==> src/sv/assert_macros.svh <==
// ----------------------------------------------------------------------------
// assert_macros.svh
// assertion macros shared by the console writer modules
// ----------------------------------------------------------------------------
`ifndef ASSERT_MACROS_SVH
`define ASSERT_MACROS_SVH

`ifndef ASSERT_OFF
`define TCW_ASSERT(lbl, prop) \
	lbl: assert property (@(posedge clk) disable iff (!arst_n) prop) \
		else $error("assertion failed");
`define TCW_NEVER(lbl, expr) \
	lbl: assert property (@(posedge clk) disable iff (!arst_n) !(expr)) \
		else $error("forbidden condition seen");
`else
`define TCW_ASSERT(lbl, prop)
`define TCW_NEVER(lbl, expr)
`endif

`endif

==> src/sv/tcw_pkg.sv <==
// ----------------------------------------------------------------------------
// tcw_pkg
// types and constants of the text console cell writer
// ----------------------------------------------------------------------------
`default_nettype none

package tcw_pkg;

	localparam int MAX_COLS_DEF = 128;
	localparam int MAX_ROWS_DEF = 32;
	localparam int TAB_STOP_DEF = 8;

	localparam int CELL_W = 16;

	localparam logic [7:0] CH_NL         = 8'h0A;
	localparam logic [7:0] CH_CR         = 8'h0D;
	localparam logic [7:0] CH_TAB        = 8'h09;
	localparam logic [7:0] CH_BS         = 8'h08;
	localparam logic [7:0] CH_SPACE      = 8'h20;
	localparam logic [7:0] CH_LAST_PRINT = 8'h7F;

	localparam logic [3:0] RESET_FG = 4'd7;
	localparam logic [3:0] RESET_BG = 4'd0;

	localparam logic [7:0] COLS_RESET = 8'd80;
	localparam logic [5:0] ROWS_RESET = 6'd25;

	typedef enum logic [1:0] {
		REQ_PUT   = 2'd0,
		REQ_CLEAR = 2'd1,
		REQ_READ  = 2'd2
	} req_t;

	typedef enum logic {
		REG_COLS = 1'b0,
		REG_ROWS = 1'b1
	} reg_idx_t;

	typedef enum logic [2:0] {
		ST_INIT,
		ST_INIT_DRAIN,
		ST_IDLE,
		ST_EXEC,
		ST_WALK,
		ST_DRAIN
	} state_t;

	typedef struct packed {
		logic accept;
		logic exec;
		logic walk;
		logic load_result;
	} cmd_t;

	typedef struct packed {
		logic need_walk;
		logic walk_last;
	} stat_t;

	function automatic logic [CELL_W-1:0] make_cell(input logic [7:0] ch,
			input logic [3:0] fg, input logic [3:0] bg);
		return {ch, fg, bg};
	endfunction

endpackage

`default_nettype wire

==> src/sv/tcw_regs.sv <==
// ----------------------------------------------------------------------------
// tcw_regs
// apb register file holding the visible columns and rows
// ----------------------------------------------------------------------------
`default_nettype none

module tcw_regs import tcw_pkg::*; (
	input  wire logic        clk,
	input  wire logic        arst_n,
	input  wire logic        psel,
	input  wire logic        penable,
	input  wire logic        pwrite,
	input  wire logic [2:0]  paddr,
	input  wire logic [31:0] pwdata,
	output logic      [31:0] prdata,
	output logic             pready,
	output logic      [7:0]  cols_in_use,
	output logic      [5:0]  rows_in_use
);

	logic     wr_en;
	reg_idx_t idx;

	assign pready = 1'b1;
	assign wr_en  = psel & penable & pwrite;
	assign idx    = reg_idx_t'(paddr[2]);

	always_ff @(posedge clk or negedge arst_n) begin
		if (!arst_n) begin
			cols_in_use <= COLS_RESET;
			rows_in_use <= ROWS_RESET;
		end else if (wr_en) begin
			case (idx)
				REG_COLS: cols_in_use <= pwdata[7:0];
				REG_ROWS: rows_in_use <= pwdata[5:0];
				default: ;
			endcase
		end
	end

	always_comb begin
		case (idx)
			REG_COLS: prdata = {24'd0, cols_in_use};
			REG_ROWS: prdata = {26'd0, rows_in_use};
			default:  prdata = '0;
		endcase
	end

endmodule

`default_nettype wire

==> config.mk <==
export PLATFORM = sky130hd
export DESIGN_NAME = tcw_regs
export DESIGN_NICKNAME = d
export VERILOG_FILES = /design/src/sv/assert_macros.svh /design/src/sv/tcw_pkg.sv /design/src/sv/tcw_regs.sv
export SDC_FILE = /design/constraint.sdc
export NUM_CORES = 1
export LEC_CHECK = 0
export BUFFER_PORTS_ARGS = -buffer_cell sky130_fd_sc_hd__buf_2
export CELL_PAD_IN_SITES_DETAIL_PLACEMENT = 0
export CELL_PAD_IN_SITES_GLOBAL_PLACEMENT = 1
export CORE_MARGIN = 1.5
export CORE_UTILIZATION = 22
export CTS_BUF_LIST = sky130_fd_sc_hd__clkbuf_8
export CTS_CLUSTER_SIZE = 16
export DETAILED_ROUTE_END_ITERATION = 8
export PLACE_DENSITY_LB_ADDON = 0.1
export SETUP_SLACK_MARGIN = 0.3
export SLEW_MARGIN = 20
export SYNTH_ARGS = -nofsm -noshare
export SYNTH_HDL_FRONTEND = slang
export SYNTH_SLANG_ARGS = --single-unit
==> constraint.sdc <==
create_clock -name clk -period 0.8 [get_ports clk]
set_input_delay 0.12 -clock clk [delete_from_list [all_inputs] [get_ports clk]]
set_output_delay 0.12 -clock clk [all_outputs]
set_load 0.01 [all_outputs]
# [Word-level counts from Yosys, hierarchy flattened]
# Index checks and enable logic that the tools add are counted.
[totals] input_bits=40 wordCells=8 output_inout_bits=47 register_bits=14
[op_classes] n_reduce_logical=2 bitwise=3 muxes=1
[ops] operator="$pmux 32 s2" count=1
[ops] operator="$reduce_and 2->1" count=2
[ops] operator="$and 1x1->1" count=2
[ops] operator="$not 1->1" count=1

# [Logic depth before layout (Yosys ltp)]
[logic_depth] depth_word=3 ltp_mapped=3 depth_no_buf=2

# [Least setup slack after synthesis]
# No wires, ideal clock.
[synth_path] path_type="flip-flop to output port" start="register cols_in_use[6]" end="output port prdata[6]" arrival_time_ns=0.755 path_stages_with_launch=2 slack_ns=-0.075 n_path_buf=0 required_ns=0.680 path_cell_list="dfstp_2 > nor2b_1"
[synth_between] elab_chain_len=1
[synth_rtl] item="from (decl)" line_no="tcw_regs.sv:17" text="output logic [7:0] cols_in_use,"
[synth_rtl] item="from (signal assigned)" line_no="tcw_regs.sv:34" text="REG_COLS: cols_in_use <= pwdata[7:0];"
[synth_rtl] item="$pmux 32 s2" line_no="tcw_regs.sv:42" text="case (idx)"
[synth_rtl] item="to (decl)" line_no="tcw_regs.sv:15" text="output logic [31:0] prdata,"
# Every way passes these cells. The select of a mux whose other input is x is not followed.

# [Worst setup path after layout]
[layout_path] start="register cols_in_use[4]" end="output port prdata[4]"
# Same word-level chain as after synthesis.

==> impl_metrics.ini <==
[route]
ant_nets = 0
drc = 0
drt-wirelength-per-cell_um = 11.08
vias_per_cell = 3.637
vias = 611
wl_um = 1861
dr.pass1.iters = 2
drtIter0Drc = 10

[synth]
synth.most_common_cell = buf_4
synth_area_leaders = dfrtp_1 27%, mux2_2 27%, buf_4 22%, dfstp_2 16%, nand4b_4 2.8%
syn_avg_cell_area_um2 = 12.68
ys_async_sr_fraction = 1.000
ys_seq_area_frac = 0.4260
synthesis.instances = 66
synth_seq_cells = 14
synth_edf_count = 0
yosys_warnings = 0
synth_largest_area_cell = dfrtp_1
synth_ff_type = dfrtp_1
synth_top_area_frac = 0.2691
synth_cell_types = 9
synth.cells.most_frequent = 25 x buf_4, 20 x mux2_2, 9 x dfrtp_1
syn-cell-area_um2 = 837.1

[worst_setup_path]
startpoint_type = flip-flop
arrival_ns = 1.03
crit_fanout = 3
crit_type = flip-flop to output port
worst_setup_path_end_kind = output port
crit_chain = mux2_4 > buf_6
max_stage_delay_ns = 0.55
crit_required_ns = 0.68
cpLargestDelayFamily = flip-flops
cpMaxStageDelayCell = dfstp_2
path_buf_inv = 1

[timing]
skew_ns = 0
holdWs_ns = -0.2365
fin_setup_tns_ns = -6.321
fin_crit_sh = 1.439
final.setup.worst_slack_ns = -0.3508
fmax_ghz = 0.8690
slew_viol_final = 0
min_period_ns = 1.151
final-hold-violation-count = 9
rsz0062_at_grt = true
setup_viol = 33

[placement]
hpwl_um = 1331
portBuffers = 35
dp_slack_ns = -0.2014
placedCellCount = 154
place_congestion = 0.5497
post_dp_cell_area_um2 = 1059

[final_layout]
drive_above_1_share = 0.7083
fin_util = 0.3818
fillers = 371
postLayoutCellArea_um2 = 1398
syn_to_final_growth_pct = 66.97
diodes = 0
instances_no_fill = 168
nNetsFinal = 161

[floorplanning]
die-width_um = 64.68
rows = 22
core_um2 = 3661
die_h_um = 64.68
die-area_um2 = 4184
initial_core_util = 0.2286
ios = 87

[grt]
grt_max_degree = 15
grt_pass1_vias = 605
grt.overflow.total = 0
track_usage = 0.09108
antenna_found_initial = 0
grt_first_pass_wirelength_um = 2801

[pwr]
p_total_mw = 3.245
power.density_nw_per_um2 = 2322
ir_drop_uv = 668.5
leakagePower_nw = 0.7513

[clocking]
cts.sinks = 14
numCtsBuffers = 3
worstSkewPairLatency_ns = 0.24
root_buffer = clkbuf_8
h-tree-depth = 1
cts_tree = yes
cts.clk_slew.worst_paths_ns = 0.06
cts_max_path_buffers = 2

[min_path]
hp-class = input pin to async pin

[run]
cap_violations = 0

[status]
outcome = finished, violations left
violations = negative hold slack, negative setup slack
## worst reg2reg max path, delay by kind of cell (launching register included)
family | cells | cell delay (ns)
buffers and inverters | 2 | 0.22
flip-flops | 1 | 0.39
multiplexers | 1 | 0.24
## metal layers
layer  global-route usage  wire (um)  vias up
li1                     -          -      284
met5                    0          0        -
met1               0.1085        753      295
met2               0.1471        967       32
met4              0.03989          0        0
met3              0.03299        140        0
## final timing paths
check | slack (ns) | depth (start not counted) | start | endpoint
setup / recovery | -0.35 | 2 | cols_in_use[4] | prdata[4]
hold / removal | -0.24 | 1 | arst_n | cols_in_use[7]
setup reg to reg | -0.17 | 3 | cols_in_use[5] | cols_in_use[5]
hold reg to reg | 0.55 | 1 | cols_in_use[1] | cols_in_use[1]
max in group asynchronous | 0.75 | 1 | arst_n | rows_in_use[3]
min in group clk | 0.11 | 2 | pwdata[7] | cols_in_use[7]
## repair_timing
item                                    in CTS  in global routing
endpoints found under the setup margin      36                 36
resized for setup                           35                  8
hold endpoints to repair                     9                  9
buffers inserted                             7                  3
## cells in the final DEF, fill, tap and decap left out, drive strengths merged
master / n
buf: 53
conb: 25
clkbuf: 4
dfstp: 5
nand4: 1
dfrtp: 9
nand4b: 1
nor2b: 2
mux2: 20
## sequential cells by signal (all words and copies together), names as in the netlist
register / cells
cols_in_use: 8
rows_in_use: 6
## power by group
group,switching [mW],leakage (nW),total (mW),internal (mW)
sequential,0.112,0.161,1.02,0.908
combinational,0.512,0.562,1.53,1.02
clock,0.255,0.0288,0.690,0.436
total,0.879,0.751,3.25,2.37
## area by class of cell
class / instances / area (um2) / share of cell area
multi-input combinational: 49 / 451.7 / 0.3232
sequential: 14 / 356.6 / 0.2551
clock buffer: 4 / 55.05 / 0.03939
tap: 48 / 60.06 / 0.04297
timing repair buffer: 53 / 474.2 / 0.3393
## logic make-up after synthesis
logic type,synth area share
and+or+nand+nor,0.05829
other,0.008972
muxes,0.2691
buffers and inverters,0.2377
DFF,0.4260
Note: power is estimated with default switching activity, not from simulation.
