[src/sv/assert_macros.svh]
// ----------------------------------------------------------------------------
// assert_macros.svh
// assertion macros shared by the console writer modules
// ----------------------------------------------------------------------------
`ifndef ASSERT_MACROS_SVH
`define ASSERT_MACROS_SVH

`ifndef ASSERT_OFF
`define TCW_ASSERT(lbl, prop) \
	lbl: assert property (@(posedge clk) disable iff (!arst_n) prop) \
		else $error("assertion failed");
`define TCW_NEVER(lbl, expr) \
	lbl: assert property (@(posedge clk) disable iff (!arst_n) !(expr)) \
		else $error("forbidden condition seen");
`else
`define TCW_ASSERT(lbl, prop)
`define TCW_NEVER(lbl, expr)
`endif

`endif

[src/sv/tcw_pkg.sv]
// ----------------------------------------------------------------------------
// tcw_pkg
// types and constants of the text console cell writer
// ----------------------------------------------------------------------------
`default_nettype none

package tcw_pkg;

	localparam int MAX_COLS_DEF = 128;
	localparam int MAX_ROWS_DEF = 32;
	localparam int TAB_STOP_DEF = 8;

	localparam int CELL_W = 16;

	localparam logic [7:0] CH_NL         = 8'h0A;
	localparam logic [7:0] CH_CR         = 8'h0D;
	localparam logic [7:0] CH_TAB        = 8'h09;
	localparam logic [7:0] CH_BS         = 8'h08;
	localparam logic [7:0] CH_SPACE      = 8'h20;
	localparam logic [7:0] CH_LAST_PRINT = 8'h7F;

	localparam logic [3:0] RESET_FG = 4'd7;
	localparam logic [3:0] RESET_BG = 4'd0;

	localparam logic [7:0] COLS_RESET = 8'd80;
	localparam logic [5:0] ROWS_RESET = 6'd25;

	typedef enum logic [1:0] {
		REQ_PUT   = 2'd0,
		REQ_CLEAR = 2'd1,
		REQ_READ  = 2'd2
	} req_t;

	typedef enum logic {
		REG_COLS = 1'b0,
		REG_ROWS = 1'b1
	} reg_idx_t;

	typedef enum logic [2:0] {
		ST_INIT,
		ST_INIT_DRAIN,
		ST_IDLE,
		ST_EXEC,
		ST_WALK,
		ST_DRAIN
	} state_t;

	typedef struct packed {
		logic accept;
		logic exec;
		logic walk;
		logic load_result;
	} cmd_t;

	typedef struct packed {
		logic need_walk;
		logic walk_last;
	} stat_t;

	function automatic logic [CELL_W-1:0] make_cell(input logic [7:0] ch,
			input logic [3:0] fg, input logic [3:0] bg);
		return {ch, fg, bg};
	endfunction

endpackage

`default_nettype wire

[src/sv/tcw_ctrl.sv]
// ----------------------------------------------------------------------------
// tcw_ctrl
// request sequencer: accept, execute, store walk and result strobe
// ----------------------------------------------------------------------------
`default_nettype none
`include "assert_macros.svh"

module tcw_ctrl import tcw_pkg::*; (
	input  wire logic  clk,
	input  wire logic  arst_n,
	input  wire logic  start,
	output logic       busy,
	output cmd_t       cmd,
	input  wire stat_t stat
);

	state_t state_q, state_d;

	always_ff @(posedge clk or negedge arst_n) begin
		if (!arst_n) begin
			state_q <= ST_INIT;
		end else begin
			state_q <= state_d;
		end
	end

	assign busy = (state_q != ST_IDLE);

	always_comb begin
		state_d = state_q;
		cmd     = '0;
		case (state_q)
			ST_INIT: begin
				cmd.walk = 1'b1;
				if (stat.walk_last) begin
					state_d = ST_INIT_DRAIN;
				end
			end
			ST_INIT_DRAIN: begin
				state_d = ST_IDLE;
			end
			ST_IDLE: begin
				if (start) begin
					cmd.accept = 1'b1;
					state_d    = ST_EXEC;
				end
			end
			ST_EXEC: begin
				cmd.exec = 1'b1;
				if (stat.need_walk) begin
					state_d = ST_WALK;
				end else begin
					cmd.load_result = 1'b1;
					state_d         = ST_IDLE;
				end
			end
			ST_WALK: begin
				cmd.walk = 1'b1;
				if (stat.walk_last) begin
					state_d = ST_DRAIN;
				end
			end
			ST_DRAIN: begin
				cmd.load_result = 1'b1;
				state_d         = ST_IDLE;
			end
			default: begin
				state_d = ST_IDLE;
			end
		endcase
	end

	`TCW_ASSERT(a_result_frees_port, cmd.load_result |=> !busy)
	`TCW_ASSERT(a_request_goes_busy, start && !busy |=> busy && state_q == ST_EXEC)
	`TCW_NEVER(a_walk_not_idle, cmd.walk && (cmd.accept || cmd.exec))

endmodule

`default_nettype wire

[config.mk]
export PLATFORM = sky130hd
export DESIGN_NAME = tcw_ctrl
export DESIGN_NICKNAME = d
export VERILOG_FILES = /design/src/sv/tcw_pkg.sv /design/src/sv/tcw_ctrl.sv
export VERILOG_INCLUDE_DIRS = /design/src /design/src/sv
export SDC_FILE = /design/constraint.sdc
export NUM_CORES = 1
export LEC_CHECK = 0
export ABC_AREA = 1
export BUFFER_PORTS_ARGS = -buffer_cell sky130_fd_sc_hd__buf_2
export CAP_MARGIN = 20
export CORE_AREA = 2 2 39 41
export CTS_BUF_LIST = sky130_fd_sc_hd__clkbuf_8
export DETAILED_ROUTE_END_ITERATION = 12
export DIE_AREA = 0 0 41 43
export GPL_TIMING_DRIVEN = 1
export RECOVER_POWER = 100
export SETUP_SLACK_MARGIN = 0.02
export SLEW_MARGIN = 20
export SYNTH_ARGS = -nofsm -noshare
export SYNTH_HDL_FRONTEND = slang
export SYNTH_SLANG_ARGS = --single-unit
[constraint.sdc]
create_clock -name clk -period 2.03 [get_ports clk]
set_input_delay 0.203 -clock clk [delete_from_list [all_inputs] [get_ports clk]]
set_output_delay 0.203 -clock clk [all_outputs]
set_load 0.01 [all_outputs]
### After elaboration in Yosys (flattened, before gate mapping)

Index checks and enable logic that the tools add are counted.

* bits of input ports: 5
* output and inout port bits: 5
* register bits after elaboration: 3
* logic and storage cells: 23

* reduce and logical (&&, ||, !) cells: 3
* equal/unequal tests: 8
* mux-type cells: 11

Operators with widths (number)
* 3-bit two-way mux: 4
* 3-bit case mux with 4 select lines: 1
* 3-bit by 2-bit equality test with 1-bit output (second input constant): 2
* 3-bit equality test (second input constant): 2
* 2-bit != test (second input constant): 3
* 1-bit two-way mux: 5
* 3-bit logical NOT: 1
* 3-bit by 2-bit != test with 1-bit output (second input constant): 1
* 3-bit AND reduction: 1
* 1-bit case mux with 2 select lines: 1
* 2-bit OR reduction: 1

### Longest topological paths before layout

Gate-level depths: netlist of the first run.

* depth in word-level cells: 3
* mapped depth: 6
* mapped depth without buffers: 6

### Least setup slack after synthesis of the first run

OpenSTA, ideal clock, no wires.

* path kind: register to output
* start point: reg state_q[2]
* end point: out cmd[3] in the netlist's numbering
* arrival: 0.843 ns
* path slack: 0.984 ns
* stages on the path, launching flop included: 4
* buffers on the path: 0
* data required time: 1.827 ns
* cells stage by stage: dfrtp_1 > nor2_4 > nand2_1 > nor2_1

RTL lines
* from (decl): RTL line tcw_ctrl.sv:17 `state_t state_q, state_d;`
* from (signal assigned): RTL line tcw_ctrl.sv:23 `state_q <= state_d;`
* to (decl): RTL line tcw_ctrl.sv:13 `output cmd_t cmd,`

==> results of run 1 <==
synthesized netlist by cell type:
| cell type | number |
|---|---|
| nor2_4 | 1 |
| inv_1 | 3 |
| dfrtp_1 | 3 |
| a31oi_1 | 1 |
| nand2_2 | 1 |
| nand3_1 | 2 |
| nor2_1 | 3 |
| nand2_1 | 8 |
| o21ai_1 | 1 |
| inv_2 | 2 |
report_power, final:
part	total, mW	internal [mW]	switching, mW	leakage, nW
clock	0.168	0.129	0.0396	0.0269
sequential	0.115	0.0867	0.0279	0.0359
combinational	0.180	0.0663	0.114	0.0961
cells in the final DEF, fill, tap and decap left out:
master and count:
clkbuf_8 3, dfrtp_1 3, a31oi_1 1, dlygate4sd3_1 1, nor2_1 4, buf_2 5
o21ai_1 1, clkbuf_1 4, inv_1 5, nand2_1 8, inv_2 1, nand3_1 2
nand2_2 1
cell type report:
| class | instances | area, um^2 |
|---|---|---|
| clock inverters | 1 | 3.75 |
| fillers | 169 | 1100 |
| multi-input cells | 17 | 72.6 |
| inverters | 5 | 18.8 |
| well taps | 16 | 20.0 |
| clock buffers | 3 | 41.3 |
| flip-flops and latches | 3 | 75.1 |
| repair buffers | 10 | 50.0 |
metal layers:
| metal | share of wire | routed length [um] | track usage |
|---|---|---|---|
| met5 | 0 | 0 | 0 |
| met3 | 0.067 | 25 | 0.0314 |
| met2 | 0.51 | 190 | 0.0781 |
| met1 | 0.38 | 142 | 0.0519 |
| met4 | 0.040 | 15 | 0.0800 |
stage by stage:
stage               instance area [um^2]  hold WS [ns]  instances   util  total power, mW
CTS                                  294         0.226         55  0.212            0.495
global placement                     239     -0.000255         50  0.173            0.319
global route                         282         0.240         55  0.203            0.506
finish                               282         0.226         55  0.203            0.463
detailed placement                   239      0.000746         50  0.173            0.320
floorplan                            174       -0.0926         25      -            0.251
worst max path at each step:
stage | start | end | slack (ns) | cells past startpoint
2_1_floorplan | state_q[2] | cmd[3] | 0.98 | 3
3_3_place_gp | state_q[2] | cmd[0] | 0.95 | 4
3_5_place_dp | state_q[2] | cmd[0] | 0.93 | 4
4_1_cts | state_q[2] | cmd[0] | 0.70 | 4
5_1_grt | state_q[2] | cmd[3] | 0.46 | 4
6_report | state_q[2] | cmd[0] | 0.60 | 4
logic make-up after synthesis:
| logic type | synth area share |
|---|---|
| simple gates | 0.396 |
| flops | 0.432 |
| compound gates | 0.0647 |
| buf+inv | 0.108 |
==> results.md, run 1 <==
* Layout cells sized above 1 at 0.256
* # setup viols final at 0
* GR Overflow Total at 0
* RSZ-0062 raised after global routing: false
* Power per cell area at 1640 nW/um^2
* Yosys Warn Count at 0
* Post-Synthesis Cells at 25
* Worst Clk Skew at 0.000354 ns
* Post-route ant nets at 0
* Largest net degree at the start of global routing at 6
* Top Registers: state_q x3
* Residual DRC at 0
* Initial drt markers at 9
* Hold Path End: state_q[1]
* Vias in the first global route at 169
* Hold Fails Final Rpt at 0
* Yosys reg bits at 3
* Fin. max-slew vios at 0
* # port buffers at 9
* Worst path slowest cell: dfrtp_1
* Drt pass-1 iters at 4
* Vias/cell at 3.60
* CTS Hold Bufs at 1
* Largest delay contributor family on the critical path: flip-flops
* Post-CTS setup buffer count at 0
* Number of diodes at 0
* CP peak stage delay at 0.39 ns
* GP Congestion at 0.758
* Clk sinks at 3
* Synth top area share at 0.432
* Vias at 198
* Max FFs per register at 3
* Final wirelength at 374 um
* Max Clk Rate at 0.699 GHz
* Cell area after synthesis at 174 um^2
* Post-route setup slack at 0.600 ns
* Worst EP arrival at 1.23 ns
* TritonCTS Buffers at 3
* Die height at 43 um
* Register bank with the most flops: state_q
* Clock transition at path regs at 0.03 ns
* Skew-Pair Late Insertion Delay at 0.22 ns
* Status: completed
* Crit-path cells: nor2_1 -> nand2_2 -> o21ai_1 -> clkbuf_1
* Syn nets at 30
* Resize count post-CTS at 0
* Chip width at 41 um
* Worst R2R Start: state_q[2]
* FP Rows at 14
* Antenna violations before repair at 0
* CP startpoint kind: flop
* Crit share post-route at 0.704
* Clk buf depth at 2
* Hold Path Class: input pin to flop
* Root Buffer: clkbuf_8
* Hold Path Stages at 2
* Global-route wire length before repair at 614 um
* Reg2reg setup slack at 1.06 ns
* Final TNS setup at 0 ns
* Max Cap Viol at 0
* Worst Reg2Reg Path Length in Cells at 4
* Cell accounting for the most synthesized area: dfrtp_1
* Nets@finish at 45
* Critical path class: flop to output pin
* Setup crit end kind: output pin
* Peak supply drop at 381 uV
* Buf/Inv on CP at 1
* Worst hold start: stat[1]
* Min Tclk post-route at 1.43 ns
* Dominant cells by area after synthesis: dfrtp_1, nand2_1, inv_1, nor2_1, nor2_4
* Seq/Total Area, Yosys at 0.432
* Average size of a mapped cell at 6.96 um^2
* CTS tree: done
* Drt wl/cell at 6.80 um
* Die ar. at 1760 um^2
* Normalized max-slew margin at 0.817
* P&R area growth vs syn at 61.9%
* Setup Slack @ Placement at 0.932 ns
* Synth unique cells at 10
* RR Endpoint: state_q[0]
* Initial Util at 0.126
* P_leak at 0.159 nW
* Slew @ Worst Pin at 0.273 ns
* CTS H-tree depth at 1
* CP required at 1.83 ns
* Crit path max fanout at 4
* I/O pin count at 10
* GRT Util Overall at 0.0594
* Core area at 1380 um^2
* HPWL after detailed placement at 308 um
No activity file was read; power rests on OpenSTA's default activity.
==> inputs of run 2 (changes only) <==
- clock period: 2.03 -> 1.49 ns (I/O delays scaled with it)
==> run 2 against run 1 <==
Clock-buffer cell count stayed put. Final area up 1.8%. Power up 41%. First-iteration DRC count fell by 33%. Clock skew grew 0.0016 ns. Setup slack got worse by 0.40 ns. Global-route usage up 1.6 points. Critical path depth is the same. Sequential power rose by 42%. Core utilization is 0.36 points higher. Combinational power grew 42%. Die area unchanged.
==> results.md, run 2 (synthesis results as in run 1) <==
* GR Overflow Total at 0
* Status: completed
* Clk sinks at 3
* Most frequent cells in the layout: nand2_1, buf_2, inv_1, clkbuf_1
* Worst Reg2Reg Path Length in Cells at 4
* RSZ-0062 raised after global routing: false
* Drt wl/cell at 7.65 um
* Initial drt markers at 6
* Resize count post-CTS at 0
* FP Rows at 14
* Placed cell areas at 239 um^2
* # setup viols final at 0
* Hold Path Stages at 2
* CP startpoint kind: flop
* Residual DRC at 0
* Die height at 43 um
* Core Util, Final at 0.207
* Register bank with the most flops: state_q
* Global-route wire length before repair at 793 um
* Vias/cell at 3.58
* Critical path class: flop to output pin
* Worst Clk Skew at 0.00193 ns
* Max FFs per register at 3
* Initial Util at 0.126
* HPWL after detailed placement at 320 um
* Clock transition at path regs at 0.03 ns
* Worst EP arrival at 1.14 ns
* Crit share post-route at 0.868
* Commonest non-fill, non-tap cell in the layout: nand2_1
* Max Clk Rate at 0.773 GHz
* GP Congestion at 0.763
* Antenna violations before repair at 0
* I/O pin count at 10
* Final wirelength at 421 um
* Largest net degree at the start of global routing at 6
* Peak supply drop at 493 uV
* TritonCTS Buffers at 3
* Skew-Pair Late Insertion Delay at 0.22 ns
* Clk buf depth at 2
* Max Cap Viol at 0
* Setup crit end kind: output pin
* CP required at 1.34 ns
* Vias at 197
* Root Buffer: clkbuf_8
* Chip width at 41 um
* DR WL met3 at 23 um
* Layout cells sized above 1 at 0.282
* CTS tree: done
* Highest Signal Layer: met4
* Vias in the first global route at 199
* Final TNS setup at 0 ns
* Crit path max fanout at 4
* Drt pass-1 iters at 2
* Normalized max-slew margin at 0.844
* Hold Path Class: input pin to flop
* Min Tclk post-route at 1.29 ns
* GRT Util Overall at 0.0754
* Number of diodes at 0
* Power per cell area at 2270 nW/um^2
* Nets@finish at 45
* Slew @ Worst Pin at 0.234 ns
* Die ar. at 1760 um^2
* DR WL met2 at 231 um
* Worst hold slack at 0.165 ns
* Post-route cell area at 287 um^2
* Post-route ant nets at 0
* Top Registers: state_q x3
* P_leak at 0.160 nW
* P&R area growth vs syn at 64.7%
* # port buffers at 9
* CTS H-tree depth at 1
* DRT met1 WL at 148 um
* Hold Fails Final Rpt at 0
* Core area at 1380 um^2
* Fin. max-slew vios at 0
[run 2: cell count changes in the layout (fill, tap and decap cells not counted)]
cell / previous run / this run
inv_1: 5 / 4
inv_2: 1 / 2
nand2_1: 8 / 9
nand2_2: 1 / 0
nor2_1: 4 / 3
nor2_4: 0 / 1
[run 2: path summary, 6_finish.rpt]
path	startpoint	end	slack [ns]
worst min register to register	state_q[0]	state_q[1]	0.55
worst max-delay path	state_q[2]	cmd[0]	0.20
worst max register to register	state_q[0]	state_q[0]	0.55
min in group asynchronous	arst_n	state_q[1]	0.27
worst min-delay path	stat[1]	state_q[1]	0.16
max in group asynchronous	arst_n	state_q[0]	1.07
[run 2: final cells by class]
cell class	instances	area, um^2
clock buffer	3	41.3
clock inverter	1	3.75
fill	158	1100
inverter	5	18.8
multi-input combinational	17	77.6
sequential	3	75.1
tap	16	20.0
timing repair buffer	10	50.0
[run 2: metrics by stage]
stage / power, mW / instances / worst slack, ns
floorplan: 0.342 / 25 / 0.498
global placement: 0.436 / 50 / 0.437
detailed placement: 0.441 / 50 / 0.437
CTS: 0.682 / 55 / 0.204
global route: 0.719 / 55 / 0.0852
finish: 0.651 / 55 / 0.196
[run 2: report_power, final]
part	leakage [nW]	switching, mW	internal (mW)
Combinational	0.0976	0.161	0.0954
Clock	0.0269	0.0565	0.176
Sequential	0.0359	0.0447	0.118
Total	0.160	0.262	0.389
[run 2: worst max-delay path, stage by stage (launching register included)]
cell	delay, ns
dfrtp_1	0.43
nor2_4	0.16
nand2_1	0.09
o21ai_1	0.11
buf_2	0.14
[run 2: routing by layer]
layer,vias to the layer above,global-route usage
met5,-,0
met3,2,0.0314
met4,0,0.100
met2,9,0.0969
li1,102,-
met1,84,0.0742
[run 2: repair_timing]
item	in CTS	in global routing
setup buffers	0	0
hold buffers	1	0
setup endpoints to repair	0	0
endpoints found under the hold margin	3	0
